==> src/rrts_pkg.sv <==
`default_nettype none
// ---------------------------------------------------------------------------
// rrts_pkg
// Shared types and codes for the round-robin task scheduler.
// ---------------------------------------------------------------------------
package rrts_pkg;

  typedef enum logic [2:0] {
    ACT_TICK   = 3'd0,
    ACT_RESCHED = 3'd1,
    ACT_CREATE = 3'd2,
    ACT_WAKE   = 3'd3,
    ACT_SLEEP  = 3'd4,
    ACT_EXIT   = 3'd5,
    ACT_KILL   = 3'd6,
    ACT_NONE   = 3'd7
  } action_t;

  typedef enum logic [2:0] {
    ST_NEW      = 3'd0,
    ST_RUNNABLE = 3'd1,
    ST_RUNNING  = 3'd2,
    ST_WAITING  = 3'd3,
    ST_ZOMBIE   = 3'd4
  } slot_state_t;

  localparam logic [1:0] STAT_OK      = 2'd0;
  localparam logic [1:0] STAT_NO_SLOT = 2'd1;
  localparam logic [1:0] STAT_NO_KILL = 2'd2;

  // datapath commands
  typedef enum logic [3:0] {
    CMD_IDLE,
    CMD_LOAD,       // latch transaction fields, clear scan
    CMD_PRE,        // action-specific first step (tick, sleep, exit, wake)
    CMD_DEMOTE,     // demote running current, set scan start
    CMD_SCAN_SCHED, // examine one slot for scheduling
    CMD_SCHED_END,  // no runnable found: force current back
    CMD_SCAN_FREE,  // examine one slot for create
    CMD_CREATE,     // write the chosen slot
    CMD_SCAN_KILL,  // examine one slot for kill
    CMD_DONE        // drive the result
  } cmd_t;

  typedef struct packed {
    logic scan_last;   // scan counter at final slot
    logic hit_sched;   // examined slot is runnable or running
    logic hit_free;    // examined slot is free for create
    logic hit_kill;    // examined slot is the kill target
    logic pre_resched; // first step requests reschedule
    logic free_pass2;  // free scan in second pass
    logic kill_cur;    // killed slot is current
  } dp_status_t;

endpackage : rrts_pkg
`default_nettype wire

==> src/round_robin_task_scheduler_unit.sv <==
`default_nettype none
// A tick without reschedule, a wake or a no-op takes the shortest path (load, first
// step, result); the longest is a kill of the current task in the last slot, or a
// create that needs the second pass.
// Throughput: one transaction at a time; start is taken again in the result cycle.
// Reset (synchronous, rst_n low) returns all slots to new, clears counters
// and sets slice_length to 10. The receiver cannot stall the result.
// ---------------------------------------------------------------------------
// round_robin_task_scheduler_unit
// Task table with round-robin time-slice scheduling, one action per start.
// ---------------------------------------------------------------------------
module round_robin_task_scheduler_unit #(
  parameter int TASK_SLOTS = 16
) (
  input  wire         clk,
  input  wire         rst_n,
  input  wire         start,
  output logic        busy,
  input  wire [2:0]   in_action,
  input  wire [3:0]   in_task_id,
  input  wire [15:0]  in_process_id,
  input  wire         in_user_task,
  input  wire [31:0]  in_exit_value,
  input  wire         cfg_we,
  input  wire [7:0]   cfg_wdata,
  output logic        out_valid,
  output logic        out_switched,
  output logic        out_has_current,
  output logic [3:0]  out_current_task,
  output logic [3:0]  out_created_task,
  output logic [1:0]  out_status,
  output logic [63:0] out_switch_total
);
  import rrts_pkg::*;

  cmd_t cmd;
  dp_status_t st;
  logic go;

  assign go = start & ~busy;

  // sequencer
  rrts_ctrl u_ctrl (
    .clk(clk), .rst_n(rst_n), .start(go), .in_action(in_action),
    .st(st), .cmd(cmd), .busy(busy)
  );

  // task table datapath
  rrts_dp #(.TASK_SLOTS(TASK_SLOTS)) u_dp (
    .clk(clk), .rst_n(rst_n), .cmd(cmd),
    .in_action(in_action), .in_task_id(in_task_id),
    .in_process_id(in_process_id), .in_user_task(in_user_task),
    .in_exit_value(in_exit_value), .cfg_we(cfg_we), .cfg_wdata(cfg_wdata),
    .st(st), .out_valid(out_valid), .out_switched(out_switched),
    .out_has_current(out_has_current), .out_current_task(out_current_task),
    .out_created_task(out_created_task), .out_status(out_status),
    .out_switch_total(out_switch_total)
  );

`ifndef NO_ASSERTIONS
  // a result only comes out of a transaction in flight
  a_valid_busy: assert property (@(posedge clk) disable iff (!rst_n)
    out_valid |-> $past(busy)) else $error("result without transaction");
  // block is idle while the result is shown
  a_idle_after: assert property (@(posedge clk) disable iff (!rst_n)
    out_valid |-> !busy) else $error("busy after result");
  // a switch always leaves a current task
  a_switch_cur: assert property (@(posedge clk) disable iff (!rst_n)
    (out_valid && out_switched) |-> out_has_current)
    else $error("switch without current task");
`endif

endmodule : round_robin_task_scheduler_unit
`default_nettype wire

==> src/rrts_ctrl.sv <==
`default_nettype none
// ---------------------------------------------------------------------------
// rrts_ctrl
// Sequencer stepping one transaction through its slot scans.
// ---------------------------------------------------------------------------
module rrts_ctrl (
  input  wire                 clk,
  input  wire                 rst_n,
  input  wire                 start,
  input  wire [2:0]           in_action,
  input  rrts_pkg::dp_status_t st,
  output rrts_pkg::cmd_t      cmd,
  output logic                busy
);
  import rrts_pkg::*;

  typedef enum logic [2:0] {
    S_IDLE, S_PRE, S_DEMOTE, S_SCHED, S_FREE, S_CREATE, S_KILL, S_DONE
  } state_t;

  state_t state_r, state_nxt;
  action_t act_r, act_nxt;

  // next state
  always_comb begin
    state_nxt = state_r;
    act_nxt = act_r;
    cmd = CMD_IDLE;
    case (state_r)
      S_IDLE: begin
        if (start) begin
          cmd = CMD_LOAD;
          act_nxt = action_t'(in_action);
          state_nxt = S_PRE;
        end
      end
      S_PRE: begin
        cmd = CMD_PRE;
        case (act_r)
          ACT_CREATE: state_nxt = S_FREE;
          ACT_KILL:   state_nxt = S_KILL;
          ACT_RESCHED: state_nxt = S_DEMOTE;
          default: state_nxt = st.pre_resched ? S_DEMOTE : S_DONE;
        endcase
      end
      S_DEMOTE: begin
        cmd = CMD_DEMOTE;
        state_nxt = S_SCHED;
      end
      S_SCHED: begin
        cmd = CMD_SCAN_SCHED;
        if (st.hit_sched) state_nxt = S_DONE;
        else if (st.scan_last) begin
          cmd = CMD_SCHED_END;
          state_nxt = S_DONE;
        end
      end
      S_FREE: begin
        cmd = CMD_SCAN_FREE;
        if (st.hit_free) state_nxt = S_CREATE;
        else if (st.scan_last && st.free_pass2) state_nxt = S_DONE;
      end
      S_CREATE: begin
        cmd = CMD_CREATE;
        state_nxt = S_DONE;
      end
      S_KILL: begin
        cmd = CMD_SCAN_KILL;
        if (st.hit_kill) state_nxt = st.kill_cur ? S_DEMOTE : S_DONE;
        else if (st.scan_last) state_nxt = S_DONE;
      end
      S_DONE: begin
        cmd = CMD_DONE;
        state_nxt = S_IDLE;
      end
      default: state_nxt = S_IDLE;
    endcase
  end

  always_ff @(posedge clk) begin
    if (!rst_n) begin
      state_r <= S_IDLE;
      act_r <= ACT_NONE;
    end else begin
      state_r <= state_nxt;
      act_r <= act_nxt;
    end
  end

  assign busy = (state_r != S_IDLE);

endmodule : rrts_ctrl
`default_nettype wire

==> src/rrts_dp.sv <==
`default_nettype none
// ---------------------------------------------------------------------------
// rrts_dp
// Task table, current-task registers and counters; one slot per scan step.
// ---------------------------------------------------------------------------
module rrts_dp #(
  parameter int TASK_SLOTS = 16
) (
  input  wire                  clk,
  input  wire                  rst_n,
  input  rrts_pkg::cmd_t       cmd,
  input  wire [2:0]            in_action,
  input  wire [3:0]            in_task_id,
  input  wire [15:0]           in_process_id,
  input  wire                  in_user_task,
  input  wire [31:0]           in_exit_value,
  input  wire                  cfg_we,
  input  wire [7:0]            cfg_wdata,
  output rrts_pkg::dp_status_t st,
  output logic                 out_valid,
  output logic                 out_switched,
  output logic                 out_has_current,
  output logic [3:0]           out_current_task,
  output logic [3:0]           out_created_task,
  output logic [1:0]           out_status,
  output logic [63:0]          out_switch_total
);
  import rrts_pkg::*;

  localparam int IW = (TASK_SLOTS > 1) ? $clog2(TASK_SLOTS) : 1;
  localparam logic [IW-1:0] LAST = IW'(TASK_SLOTS - 1);

  // task table (small, one entry per slot, reset to known values)
  slot_state_t tbl_state_r [TASK_SLOTS];
  logic [15:0] tbl_pid_r   [TASK_SLOTS];
  logic        tbl_user_r  [TASK_SLOTS];
  logic [31:0] tbl_code_r  [TASK_SLOTS];
  logic [31:0] tbl_slice_r [TASK_SLOTS];
  logic        tbl_alloc_r [TASK_SLOTS];

  logic [IW-1:0] cur_r;
  logic          cur_vld_r;
  logic [7:0]    tick_r;
  logic [63:0]   swcnt_r;
  logic [7:0]    slice_len_r;

  // latched transaction
  action_t       act_r;
  logic [3:0]    tid_r;
  logic [15:0]   pid_r;
  logic          user_r;
  logic [31:0]   code_r;

  logic [IW-1:0] idx_r;     // slot under examination
  logic [IW-1:0] cnt_r;     // steps taken
  logic          pass2_r;
  logic          sw_r;
  logic [3:0]    created_r;
  logic [1:0]    stat_r;

  slot_state_t s_idx;
  logic [IW-1:0] idx_inc, cur_inc;
  logic [IW-1:0] tid_slot;
  logic [7:0] tick_inc;
  logic cur_running;
  logic wake_ok;

  assign s_idx   = tbl_state_r[idx_r];
  assign idx_inc = (idx_r == LAST) ? '0 : idx_r + 1'b1;
  assign cur_inc = (cur_r == LAST) ? '0 : cur_r + 1'b1;
  assign tick_inc = tick_r + 8'd1;
  assign cur_running = cur_vld_r && (tbl_state_r[cur_r] == ST_RUNNING);
  assign tid_slot = IW'(tid_r);
  assign wake_ok = (32'(tid_r) < 32'(TASK_SLOTS)) &&
                   (tbl_state_r[tid_slot] == ST_WAITING);

  // status to the sequencer
  always_comb begin
    st.scan_last = (cnt_r == LAST);
    st.free_pass2 = pass2_r;
    st.kill_cur = cur_vld_r && (idx_r == cur_r);
    st.pre_resched = 1'b0;
    case (act_r)
      ACT_TICK:  st.pre_resched = !(cur_running && (tick_inc < slice_len_r));
      ACT_SLEEP: st.pre_resched = cur_vld_r && !tbl_user_r[cur_r];
      ACT_EXIT:  st.pre_resched = cur_vld_r;
      default:   st.pre_resched = 1'b0;
    endcase
    st.hit_sched = (s_idx == ST_RUNNABLE) || (s_idx == ST_RUNNING);
    st.hit_free = pass2_r ? (s_idx == ST_ZOMBIE)
                  : (((s_idx == ST_ZOMBIE) || (s_idx == ST_NEW)) && !tbl_alloc_r[idx_r]);
    st.hit_kill = (pid_r != 16'd0) && (tbl_pid_r[idx_r] == pid_r) &&
                  (s_idx != ST_NEW) && (s_idx != ST_ZOMBIE);
  end

  // table and control registers
  always_ff @(posedge clk) begin
    if (!rst_n) begin
      for (int i = 0; i < TASK_SLOTS; i++) begin
        tbl_state_r[i] <= ST_NEW;
        tbl_pid_r[i]   <= '0;
        tbl_user_r[i]  <= 1'b0;
        tbl_code_r[i]  <= '0;
        tbl_slice_r[i] <= '0;
        tbl_alloc_r[i] <= 1'b0;
      end
      cur_r <= '0;
      cur_vld_r <= 1'b0;
      tick_r <= '0;
      swcnt_r <= '0;
      slice_len_r <= 8'd10;
      out_valid <= 1'b0;
      act_r <= ACT_NONE;
    end else begin
      out_valid <= 1'b0;
      if (cfg_we) slice_len_r <= cfg_wdata;
      case (cmd)
        CMD_LOAD: begin
          act_r <= action_t'(in_action);
          tid_r <= in_task_id;
          pid_r <= in_process_id;
          user_r <= in_user_task;
          code_r <= in_exit_value;
          sw_r <= 1'b0;
          created_r <= '0;
          stat_r <= (action_t'(in_action) == ACT_KILL) ? STAT_NO_KILL : STAT_OK;
          idx_r <= '0;
          cnt_r <= '0;
          pass2_r <= 1'b0;
        end
        CMD_PRE: begin
          case (act_r)
            ACT_TICK: tick_r <= (cur_running && (tick_inc < slice_len_r)) ? tick_inc : 8'd0;
            ACT_WAKE: if (wake_ok) tbl_state_r[tid_slot] <= ST_RUNNABLE;
            ACT_SLEEP:
              if (cur_vld_r && !tbl_user_r[cur_r]) tbl_state_r[cur_r] <= ST_WAITING;
            ACT_EXIT:
              if (cur_vld_r) begin
                tbl_code_r[cur_r] <= code_r;
                tbl_state_r[cur_r] <= ST_ZOMBIE;
              end
            default: ;
          endcase
        end
        CMD_DEMOTE: begin
          if (cur_running) tbl_state_r[cur_r] <= ST_RUNNABLE;
          idx_r <= cur_vld_r ? cur_inc : '0;
          cnt_r <= '0;
        end
        CMD_SCAN_SCHED: begin
          if (st.hit_sched) begin
            tbl_state_r[idx_r] <= ST_RUNNING;
            if (!(cur_vld_r && idx_r == cur_r)) begin
              cur_r <= idx_r;
              cur_vld_r <= 1'b1;
              tbl_slice_r[idx_r] <= tbl_slice_r[idx_r] + 32'd1;
              swcnt_r <= swcnt_r + 64'd1;
              sw_r <= 1'b1;
            end
          end else begin
            idx_r <= idx_inc;
            cnt_r <= cnt_r + 1'b1;
          end
        end
        CMD_SCHED_END: begin
          if (cur_vld_r) tbl_state_r[cur_r] <= ST_RUNNING;
        end
        CMD_SCAN_FREE: begin
          if (st.hit_free) begin
            if (pass2_r) tbl_alloc_r[idx_r] <= 1'b0;
          end else begin
            idx_r <= idx_inc;
            // step count restarts for the second pass
            cnt_r <= st.scan_last ? '0 : cnt_r + 1'b1;
            if (st.scan_last) begin
              if (pass2_r) stat_r <= STAT_NO_SLOT;
              pass2_r <= 1'b1;
            end
          end
        end
        CMD_CREATE: begin
          tbl_pid_r[idx_r] <= user_r ? pid_r : 16'd0;
          tbl_user_r[idx_r] <= user_r;
          tbl_alloc_r[idx_r] <= 1'b1;
          tbl_code_r[idx_r] <= '0;
          tbl_slice_r[idx_r] <= '0;
          tbl_state_r[idx_r] <= ST_RUNNABLE;
          created_r <= 4'(idx_r);
        end
        CMD_SCAN_KILL: begin
          if (st.hit_kill) begin
            stat_r <= STAT_OK;
            tbl_code_r[idx_r] <= code_r;
            tbl_state_r[idx_r] <= ST_ZOMBIE;
          end else begin
            idx_r <= idx_inc;
            cnt_r <= cnt_r + 1'b1;
          end
        end
        CMD_DONE: out_valid <= 1'b1;
        default: ;
      endcase
    end
  end

  assign out_switched = sw_r;
  assign out_has_current = cur_vld_r;
  assign out_current_task = cur_vld_r ? 4'(cur_r) : 4'd0;
  assign out_created_task = created_r;
  assign out_status = stat_r;
  assign out_switch_total = swcnt_r;

endmodule : rrts_dp
`default_nettype wire
==> config.mk <==
export PLATFORM = sky130hd
export DESIGN_NAME = round_robin_task_scheduler_unit
export DESIGN_NICKNAME = d
export VERILOG_FILES = /design/src/rrts_pkg.sv /design/src/round_robin_task_scheduler_unit.sv /design/src/rrts_ctrl.sv /design/src/rrts_dp.sv
export SDC_FILE = /design/constraint.sdc
export NUM_CORES = 1
export LEC_CHECK = 0
export BUFFER_PORTS_ARGS = -buffer_cell sky130_fd_sc_hd__buf_4
export CAP_MARGIN = 20
export CORE_AREA = 3 3 202 244
export DETAILED_ROUTE_END_ITERATION = 6
export DIE_AREA = 0 0 205 247
export PLACE_DENSITY = 0.65
export SLEW_MARGIN = 20
export SYNTH_ARGS = -nofsm -noshare
export SYNTH_HDL_FRONTEND = slang
export SYNTH_SLANG_ARGS = --single-unit
==> constraint.sdc <==
create_clock -name clk -period 4.7 [get_ports clk]
set_clock_uncertainty 0.1 [all_clocks]
set_input_delay 1.41 -clock clk [delete_from_list [all_inputs] [get_ports clk]]
set_output_delay 1.41 -clock clk [all_outputs]
set_load 0.005 [all_outputs]
==> results of run 1 <==
[sequential cells by signal (all words and copies together), names as in the netlist, 8 cells and up, named ones only]
signal,flops
u_dp.tbl_pid_r,256
u_dp.pid_r,16
u_dp.tbl_state_r,48
u_dp.slice_len_r,8
u_dp.tbl_alloc_r,16
u_dp.tick_r,8
u_dp.out_switch_total,64
u_dp.tbl_user_r,16
[layer usage]
metal / routed length, µm / vias to the layer above
met4: 2510 / 0
met1: 25800 / 8072
met5: 0 / -
li1: - / 7429
met3: 4880 / 154
met2: 31100 / 684
[what timing repair did]
item,4_1_cts,5_1_grt
hold endpoints to repair,0,0
gates resized for setup,0,1
setup endpoints to repair,0,9
[synthesized netlist by cell type, types with 5 or more instances]
master	n
edfxtp_1	341
and2_1	260
nand2_1	145
dfxtp_1	139
nor2_1	138
clkbuf_1	83
mux2i_1	72
a21oi_1	64
nor3_1	62
mux4_2	57
o21ai_0	55
xor2_1	53
nand3_1	52
and3_1	30
xnor2_1	30
inv_1	26
nand4_1	20
nor2b_1	20
buf_2	18
nand2b_1	18
a22oi_1	16
a31o_2	16
buf_4	16
ha_1	15
and4_1	12
buf_1	12
or3_1	12
mux2_2	11
mux4_1	11
nor4_1	11
buf_6	10
nor3_2	10
nor3b_1	10
nand3b_1	9
a22o_1	8
nor4bb_1	8
a32oi_1	7
or2_2	7
a31oi_1	6
nor4b_1	6
a2111oi_0	5
o211ai_1	5
o31ai_1	5
[stage by stage]
step | worst slack [ns] | hold slack [ns] | std cells
global route | 0.00444 | 0.399 | 2746
CTS | 0.208 | 0.368 | 2744
finish | 0.222 | 0.369 | 2746
global placement | 0.279 | 0.343 | 2650
detailed placement | 0.239 | 0.359 | 2650
floorplan | 0.877 | 0.326 | 1988
[layout make-up]
type | count | area [µm²]
well taps | 623 | 779
clock inverters | 26 | 230
flip-flops and latches | 480 | 13000
clock buffers | 68 | 1360
multi-input cells | 1336 | 9640
inverters | 29 | 110
fillers | 3966 | 20400
repair buffers | 184 | 1460
[worst max-delay path: cells and delay by family (launching register included)]
kind / cells / cell delay (ns)
XOR/XNOR: 1 / 0.20
buffers and inverters: 3 / 0.72
AO/OA/AOI/OAI: 4 / 0.96
AND/OR/NAND/NOR: 2 / 0.58
multiplexers: 2 / 0.74
flip-flops: 1 / 0.82
[power groups by stage]
stage	clock (mW)	combinational, mW	sequential (mW)
2_1_floorplan	0	2.41	4.97
3_3_place_gp	0	2.88	5.41
3_5_place_dp	0	2.91	5.43
4_1_cts	3.94	2.92	5.34
5_1_grt	4.10	3.13	5.39
6_report	3.90	2.93	5.34
[final timing paths]
path | end | from | cells after the start | slack, ns
worst min-delay path | u_ctrl.act_r[1]$_SDFFE_PN1P_ | u_ctrl.act_r[1]$_SDFFE_PN1P_ | 2 | 0.37
worst min register to register | u_ctrl.act_r[1]$_SDFFE_PN1P_ | u_ctrl.act_r[1]$_SDFFE_PN1P_ | 2 | 0.37
worst max register to register | u_dp.tbl_state_r[15][0]$_SDFFCE_PN0P_ | register | 12 | 0.22
worst max-delay path | u_dp.tbl_state_r[15][0]$_SDFFCE_PN0P_ | register | 12 | 0.22
[cells by family (layout without fill, tap and decap cells)]
kind of cell | count (synthesis) | in the layout | share of synthesized area, %
AND/OR/NAND/NOR | 855 | 855 | 20.0
flip-flops | 480 | 480 | 55.4
AO/OA/AOI/OAI | 228 | 228 | 6.45
buffers and inverters | 172 | 307 | 3.67
multiplexers | 155 | 155 | 10.5
XOR/XNOR | 83 | 83 | 3.09
adder cells (fa/ha/maj) | 15 | 15 | 0.799
==> impl_metrics.env, run 1 <==
export IMPL_ys_flop_type="edfxtp_1"
export IMPL_insertion_delay_ns=0.60
export IMPL_yosysTopAreaCell="edfxtp_1"
export IMPL_period_needed_ns=4.48
export IMPL_vdd_drop_max_mv=0.384
export IMPL_finalHoldViolCount=0
export IMPL_synth_async_reset_ratio_pct=0
export IMPL_synth_area_leaders="edfxtp_1, dfxtp_1, and2_1"
export IMPL_p_per_area_nw_per_um2=457
export IMPL_grt_use_total_pct=25.3
export IMPL_fmax_ghz=0.223
export IMPL_p_clk_share_pct=32.0
export IMPL_vias=16300
export IMPL_path_common_cell="buf_4"
export IMPL_combPwrFrac_pct=24.1
export IMPL_die_area_um2=50600
export IMPL_final_core_util_pct=56.6
export IMPL_antenna_found_initial=0
export IMPL_coreArea_um2=47000
export IMPL_die_w_um=205
export IMPL_syn_area_um2=23500
export IMPL_worstPathMaxFanout=41
export IMPL_postRouteAntennaNets=0
export IMPL_rsz0062_at_grt="false"
export IMPL_routed_wl_um=64200
export IMPL_area_delta_synth_final_pct=13.2
export IMPL_total_power_mw=12.2
export IMPL_critPathSlowestCell="dfxtp_4"
export IMPL_layout_commonest_cell="edfxtp_1"
export IMPL_path_clk_slew_ns=0.06
export IMPL_first_pass_iters=5
export IMPL_place_congestion=0.896
export IMPL_grt_pass1_wl_um=97200
export IMPL_avgRoutedWirePerCell_um=23.4
export IMPL_grt_start_max_net_pins=99
export IMPL_cts_sinks=480
export IMPL_synth_distinct_cells=88
export IMPL_clk_path_buf_depth=3
export IMPL_rows=87
export IMPL_internal_power_mw=8.33
export IMPL_status="finished, final reports clean"
export IMPL_cts_hold_buffers=0
export IMPL_drive_gt1_share_pct=18.1
export IMPL_synth_seq_cells=480
export IMPL_path_cells="buf_4 > mux4_2 > mux2i_1 > xor2_1 > nand4_1 > o21ai_0 > and4_1 > a41o_1 > buf_12 > a32oi_1 > buf_4 > o21ai_1"
export IMPL_swShare_pct=31.6
export IMPL_critPathLaunchType="register"
export IMPL_htreeDepth=2
export IMPL_grt_pass1_vias=16300
export IMPL_synth_edff_count=341
export IMPL_synth_top_area_share_pct=43.6
export IMPL_crit_type="register to register"
export IMPL_drt_drc_violations_left=0
export IMPL_antenna_cells=0
export IMPL_numCtsBuffers=50
export IMPL_post_route_period_util_pct=95.3
export IMPL_start_util_pct=50.0
export IMPL_yosysSeqAreaShare_pct=55.4
export IMPL_slowest_delay_ns=0.82
export IMPL_final_cell_mix="edfxtp_1, and2_1, buf_4"
export IMPL_crit_path_end_kind="register"
export IMPL_drv_slew=0
export IMPL_setup_violations=0
export IMPL_met1_usage_pct=33.4
export IMPL_fin_area_um2=26600
export IMPL_slew_headroom_pct=23.4
export IMPL_routed_via_density=5.95
export IMPL_worst_slew_pin_transition_ns=1.15
export IMPL_yosysWarnings=0
export IMPL_use_met2_pct=42.0
export IMPL_finalSetupTns_ns=0
export IMPL_final_nets=2164
export IMPL_post_cts_buffers=0
export IMPL_dpl_hpwl_um=41600
export IMPL_syn_instance_count=1988
export IMPL_p_leak_nw=9.93
export IMPL_io_pins=146
export IMPL_dr_first_iter_drc_count=1406
export IMPL_pwr_share_seq_pct=43.9
export IMPL_hold_class="register to register"
export IMPL_busiest_layer="met2"
export IMPL_dieHeight_um=247
export IMPL_cp_required_ns=4.87
export IMPL_synthesis_nets=2071
export IMPL_grtUsageMet3_pct=3.90
export IMPL_cts_tree="yes"
export IMPL_switching_power_mw=3.84
export IMPL_avgSynthCellArea_um2=11.8
export IMPL_crit_arrival_ns=4.65
export IMPL_io_buffers=113
export IMPL_gr_total_overflow=0
export IMPL_place_area_um2=25000
export IMPL_maxCapViolations=0
export IMPL_cts_root_buffer_cell="clkbuf_16"
Note: power is estimated with default switching activity, not from simulation.
==> run 2: changes to the inputs <==
--- a/config.mk
+++ b/config.mk
@@ -7,11 +7,12 @@
 export LEC_CHECK = 0
 export BUFFER_PORTS_ARGS = -buffer_cell sky130_fd_sc_hd__buf_4
 export CAP_MARGIN = 20
-export CORE_AREA = 3 3 202 244
+export CORE_AREA = 3 3 203 245
 export DETAILED_ROUTE_END_ITERATION = 6
-export DIE_AREA = 0 0 205 247
+export DIE_AREA = 0 0 206 248
 export PLACE_DENSITY = 0.65
 export SLEW_MARGIN = 20
 export SYNTH_ARGS = -nofsm -noshare
 export SYNTH_HDL_FRONTEND = slang
+export SYNTH_HIERARCHICAL = 1
 export SYNTH_SLANG_ARGS = --single-unit
==> run 2 against run 1 <==
- the flow now finishes with violations (negative setup slack)
- critical path depth is 7 higher
- worst setup slack got worse by 0.35 ns
- register-to-register slack got worse by 0.35 ns
- count of clock-buffer cells in the layout shrank 9
- sequential cell count did not move
- sequential share of layout area decreased by 3.0 points
- global-route usage is 0.22 points lower
==> impl_metrics.env, run 2 <==
export IMPL_status="complete, but fails checks"
export IMPL_violations="negative setup slack"
export IMPL_io_buffers=113
export IMPL_p_leak_nw=11.1
export IMPL_switching_power_mw=4.19
export IMPL_fin_area_um2=28300
export IMPL_yosysWarnings=6
export IMPL_synth_common_cells="edfxtp_1, and3_1, and2_1, nand2_1, dfxtp_1"
export IMPL_maxCapViolations=0
export IMPL_hold_class="register to register"
export IMPL_final_nets=2255
export IMPL_drv_slew=0
export IMPL_pwr_share_seq_pct=39.9
export IMPL_slowest_delay_ns=0.56
export IMPL_grt_pass1_wl_um=98700
export IMPL_avgRoutedWirePerCell_um=22.5
export IMPL_layout_setup_ws_ns=-0.130
export IMPL_place_area_um2=25900
export IMPL_syn_instance_count=2013
export IMPL_antenna_cells=0
export IMPL_yosysTopAreaCell="edfxtp_1"
export IMPL_routed_wl_um=63900
export IMPL_cts_root_buffer_cell="clkbuf_16"
export IMPL_critPathLaunchType="register"
export IMPL_synth_seq_cells=480
export IMPL_synth_edff_count=341
export IMPL_io_pins=146
export IMPL_path_clk_slew_ns=0.06
export IMPL_worst_slew_pin_transition_ns=1.09
export IMPL_routed_via_density=5.93
export IMPL_combPwrFrac_pct=28.7
export IMPL_synth_top_area_share_pct=43.1
export IMPL_p_clk_share_pct=31.3
export IMPL_crit_arrival_ns=4.99
export IMPL_grt_use_total_pct=25.1
export IMPL_postRouteAntennaNets=0
export IMPL_period_needed_ns=4.83
export IMPL_path_common_cell="buf_6"
export IMPL_synth_distinct_cells=83
export IMPL_clk_path_buf_depth=3
export IMPL_yosysSeqAreaShare_pct=54.9
export IMPL_worstPathMaxFanout=7
export IMPL_crit_type="register to register"
export IMPL_antenna_found_initial=0
export IMPL_dpl_hpwl_um=40700
export IMPL_vias=16800
export IMPL_setup_violations=55
export IMPL_avgSynthCellArea_um2=11.8
export IMPL_finalHoldViolCount=0
export IMPL_slew_headroom_pct=27.1
export IMPL_path_delay_family="simple AND/OR/NAND/NOR gates"
export IMPL_path_cells="buf_6 > mux4_2 > mux4_2 > xnor2_2 > nor2_2 > inv_1 > a31oi_1 > o21ai_2 > or4b_4 > buf_6 > nor4b_4 > a21o_1 > a31oi_4 > buf_4 > o22ai_2 > and2_4 > buf_6 > nand3_2 > o211ai_1"
export IMPL_drt_drc_violations_left=0
export IMPL_coreArea_um2=47800
export IMPL_grt_start_max_net_pins=69
export IMPL_cp_required_ns=4.86
export IMPL_insertion_delay_ns=0.60
export IMPL_area_delta_synth_final_pct=19.4
export IMPL_hold_start="u_dp/tbl_alloc_r[7]$_DFF_P_"
export IMPL_swShare_pct=32.1
export IMPL_syn_area_um2=23700
export IMPL_die_w_um=206
export IMPL_cts_tree="yes"
export IMPL_cts_sinks=480
export IMPL_gr_total_overflow=0
export IMPL_ys_flop_type="edfxtp_1"
export IMPL_dieHeight_um=248
export IMPL_dr_first_iter_drc_count=1490
export IMPL_holdWs_ns=0.357
export IMPL_rows=88
export IMPL_largest_reg_flops=256
export IMPL_htreeDepth=2
export IMPL_fmax_ghz=0.207
export IMPL_vdd_drop_max_mv=0.303
export IMPL_die_area_um2=51100
export IMPL_synthesis_nets=2096
export IMPL_rsz0062_at_grt="true"
export IMPL_first_pass_iters=5
export IMPL_drive_gt1_share_pct=25.6
export IMPL_cts_hold_buffers=0
export IMPL_yosysMostFrequentCell="edfxtp_1"
export IMPL_post_route_period_util_pct=103
export IMPL_synth_area_leaders="edfxtp_1, dfxtp_1, mux4_2"
export IMPL_top_register="u_dp/tbl_pid_r"
export IMPL_grt_pass1_vias=17100
export IMPL_num_fill_cells=3898
export IMPL_p_per_area_nw_per_um2=461
export IMPL_critPathSlowestCell="mux4_2"
export IMPL_crit_path_end_kind="register"
export IMPL_internal_power_mw=8.88
export IMPL_place_congestion=0.862
export IMPL_layout_commonest_cell="edfxtp_1"
export IMPL_final_cell_mix="edfxtp_1, buf_4, and3_1"
export IMPL_cp_num_buf_inv=5
export IMPL_start_util_pct=49.7
export IMPL_numCtsBuffers=51
export IMPL_synth_async_reset_ratio_pct=0
## run 2: cell count changes after synthesis, sizes merged, moves of 8 or more
cell | previous run | this run
and3 | 30 | 175
and2 | 261 | 156
nor3 | 73 | 21
clkbuf | 83 | 129
a21oi | 65 | 98
o21ai | 60 | 34
nor2 | 140 | 117
a32o | 0 | 17
buf | 60 | 43
xnor2 | 30 | 44
o2111ai | 3 | 12
xor2 | 53 | 44
inv | 27 | 35
## run 2: cell families after synthesis
group,synth area share [%]
adder cells (fa/ha/maj),0.791
AND/OR/NAND/NOR,19.1
flip-flops,54.9
multiplexers,10.7
buffers and inverters,3.86
AO/OA/AOI/OAI,7.48
XOR/XNOR,3.25
## run 2: repair_timing
action	in CTS	in global routing
endpoints found under the setup margin	100	106
resized for setup	93	54
pin swaps	24	38
setup buffers	14	7
## run 2: per-stage QoR
step | power, mW | util [%] | setup WS, ns | setup TNS [ns] | std cells
after floorplan | 7.61 | - | 0.00454 | 0 | 2013
after global placement | 8.77 | 54.2 | -0.342 | -20.10 | 2731
after detailed placement | 8.83 | 54.2 | -0.377 | -23.23 | 2731
after CTS | 13.1 | 58.8 | -0.111 | -2.47 | 2835
after global routing | 13.6 | 59.3 | -0.206 | -11.33 | 2840
final | 13.1 | 59.3 | -0.130 | -2.83 | 2840
## run 2: power groups by stage
stage / registers, mW / clock network [mW] / logic, mW
finish: 5.22 / 4.10 / 3.75
global route: 5.26 / 4.35 / 4.00
CTS: 5.21 / 4.17 / 3.68
detailed placement: 5.30 / 0 / 3.52
global placement: 5.29 / 0 / 3.49
floorplan: 4.99 / 0 / 2.61
## run 2: layout make-up
| class | count | area [µm²] | share of cell area [%] |
|---|---|---|---|
| Sequential cell | 480 | 13000 | 46.0 |
| Multi-Input combinational cell | 1326 | 10400 | 36.6 |
| Timing Repair Buffer | 278 | 2330 | 8.21 |
| Clock buffer | 59 | 1370 | 4.83 |
| Tap cell | 630 | 788 | 2.78 |
| Clock inverter | 32 | 320 | 1.13 |
| Inverter | 35 | 131 | 0.464 |
## run 2: routing by layer
| metal | wire length, µm | GRT usage (%) | vias to the layer above | part of all wire (%) |
|---|---|---|---|---|
| met5 | 0 | 0 | - | 0 |
| met4 | 2390 | 9.79 | 0 | 3.7 |
| met3 | 3600 | 3.37 | 131 | 5.6 |
| met2 | 32500 | 43.9 | 514 | 51 |
| met1 | 25400 | 31.5 | 8428 | 40 |
| li1 | - | - | 7758 | - |
## run 2: worst min-delay path: stages (launching register included)
cell,delay [ns]
dfxtp_1,0.31
nand2_1,0.05
a21oi_1,0.05
## run 2: final timing paths
path | slack [ns] | cells after the start | end
hold / removal | 0.36 | 2 | u_dp/tbl_alloc_r[7]$_DFF_P_
hold reg to reg | 0.36 | 2 | u_dp/tbl_alloc_r[7]$_DFF_P_
setup / recovery | -0.13 | 19 | u_dp/tbl_state_r[15][1]$_SDFFCE_PN0P_
setup reg to reg | -0.13 | 19 | u_dp/tbl_state_r[15][1]$_SDFFCE_PN0P_
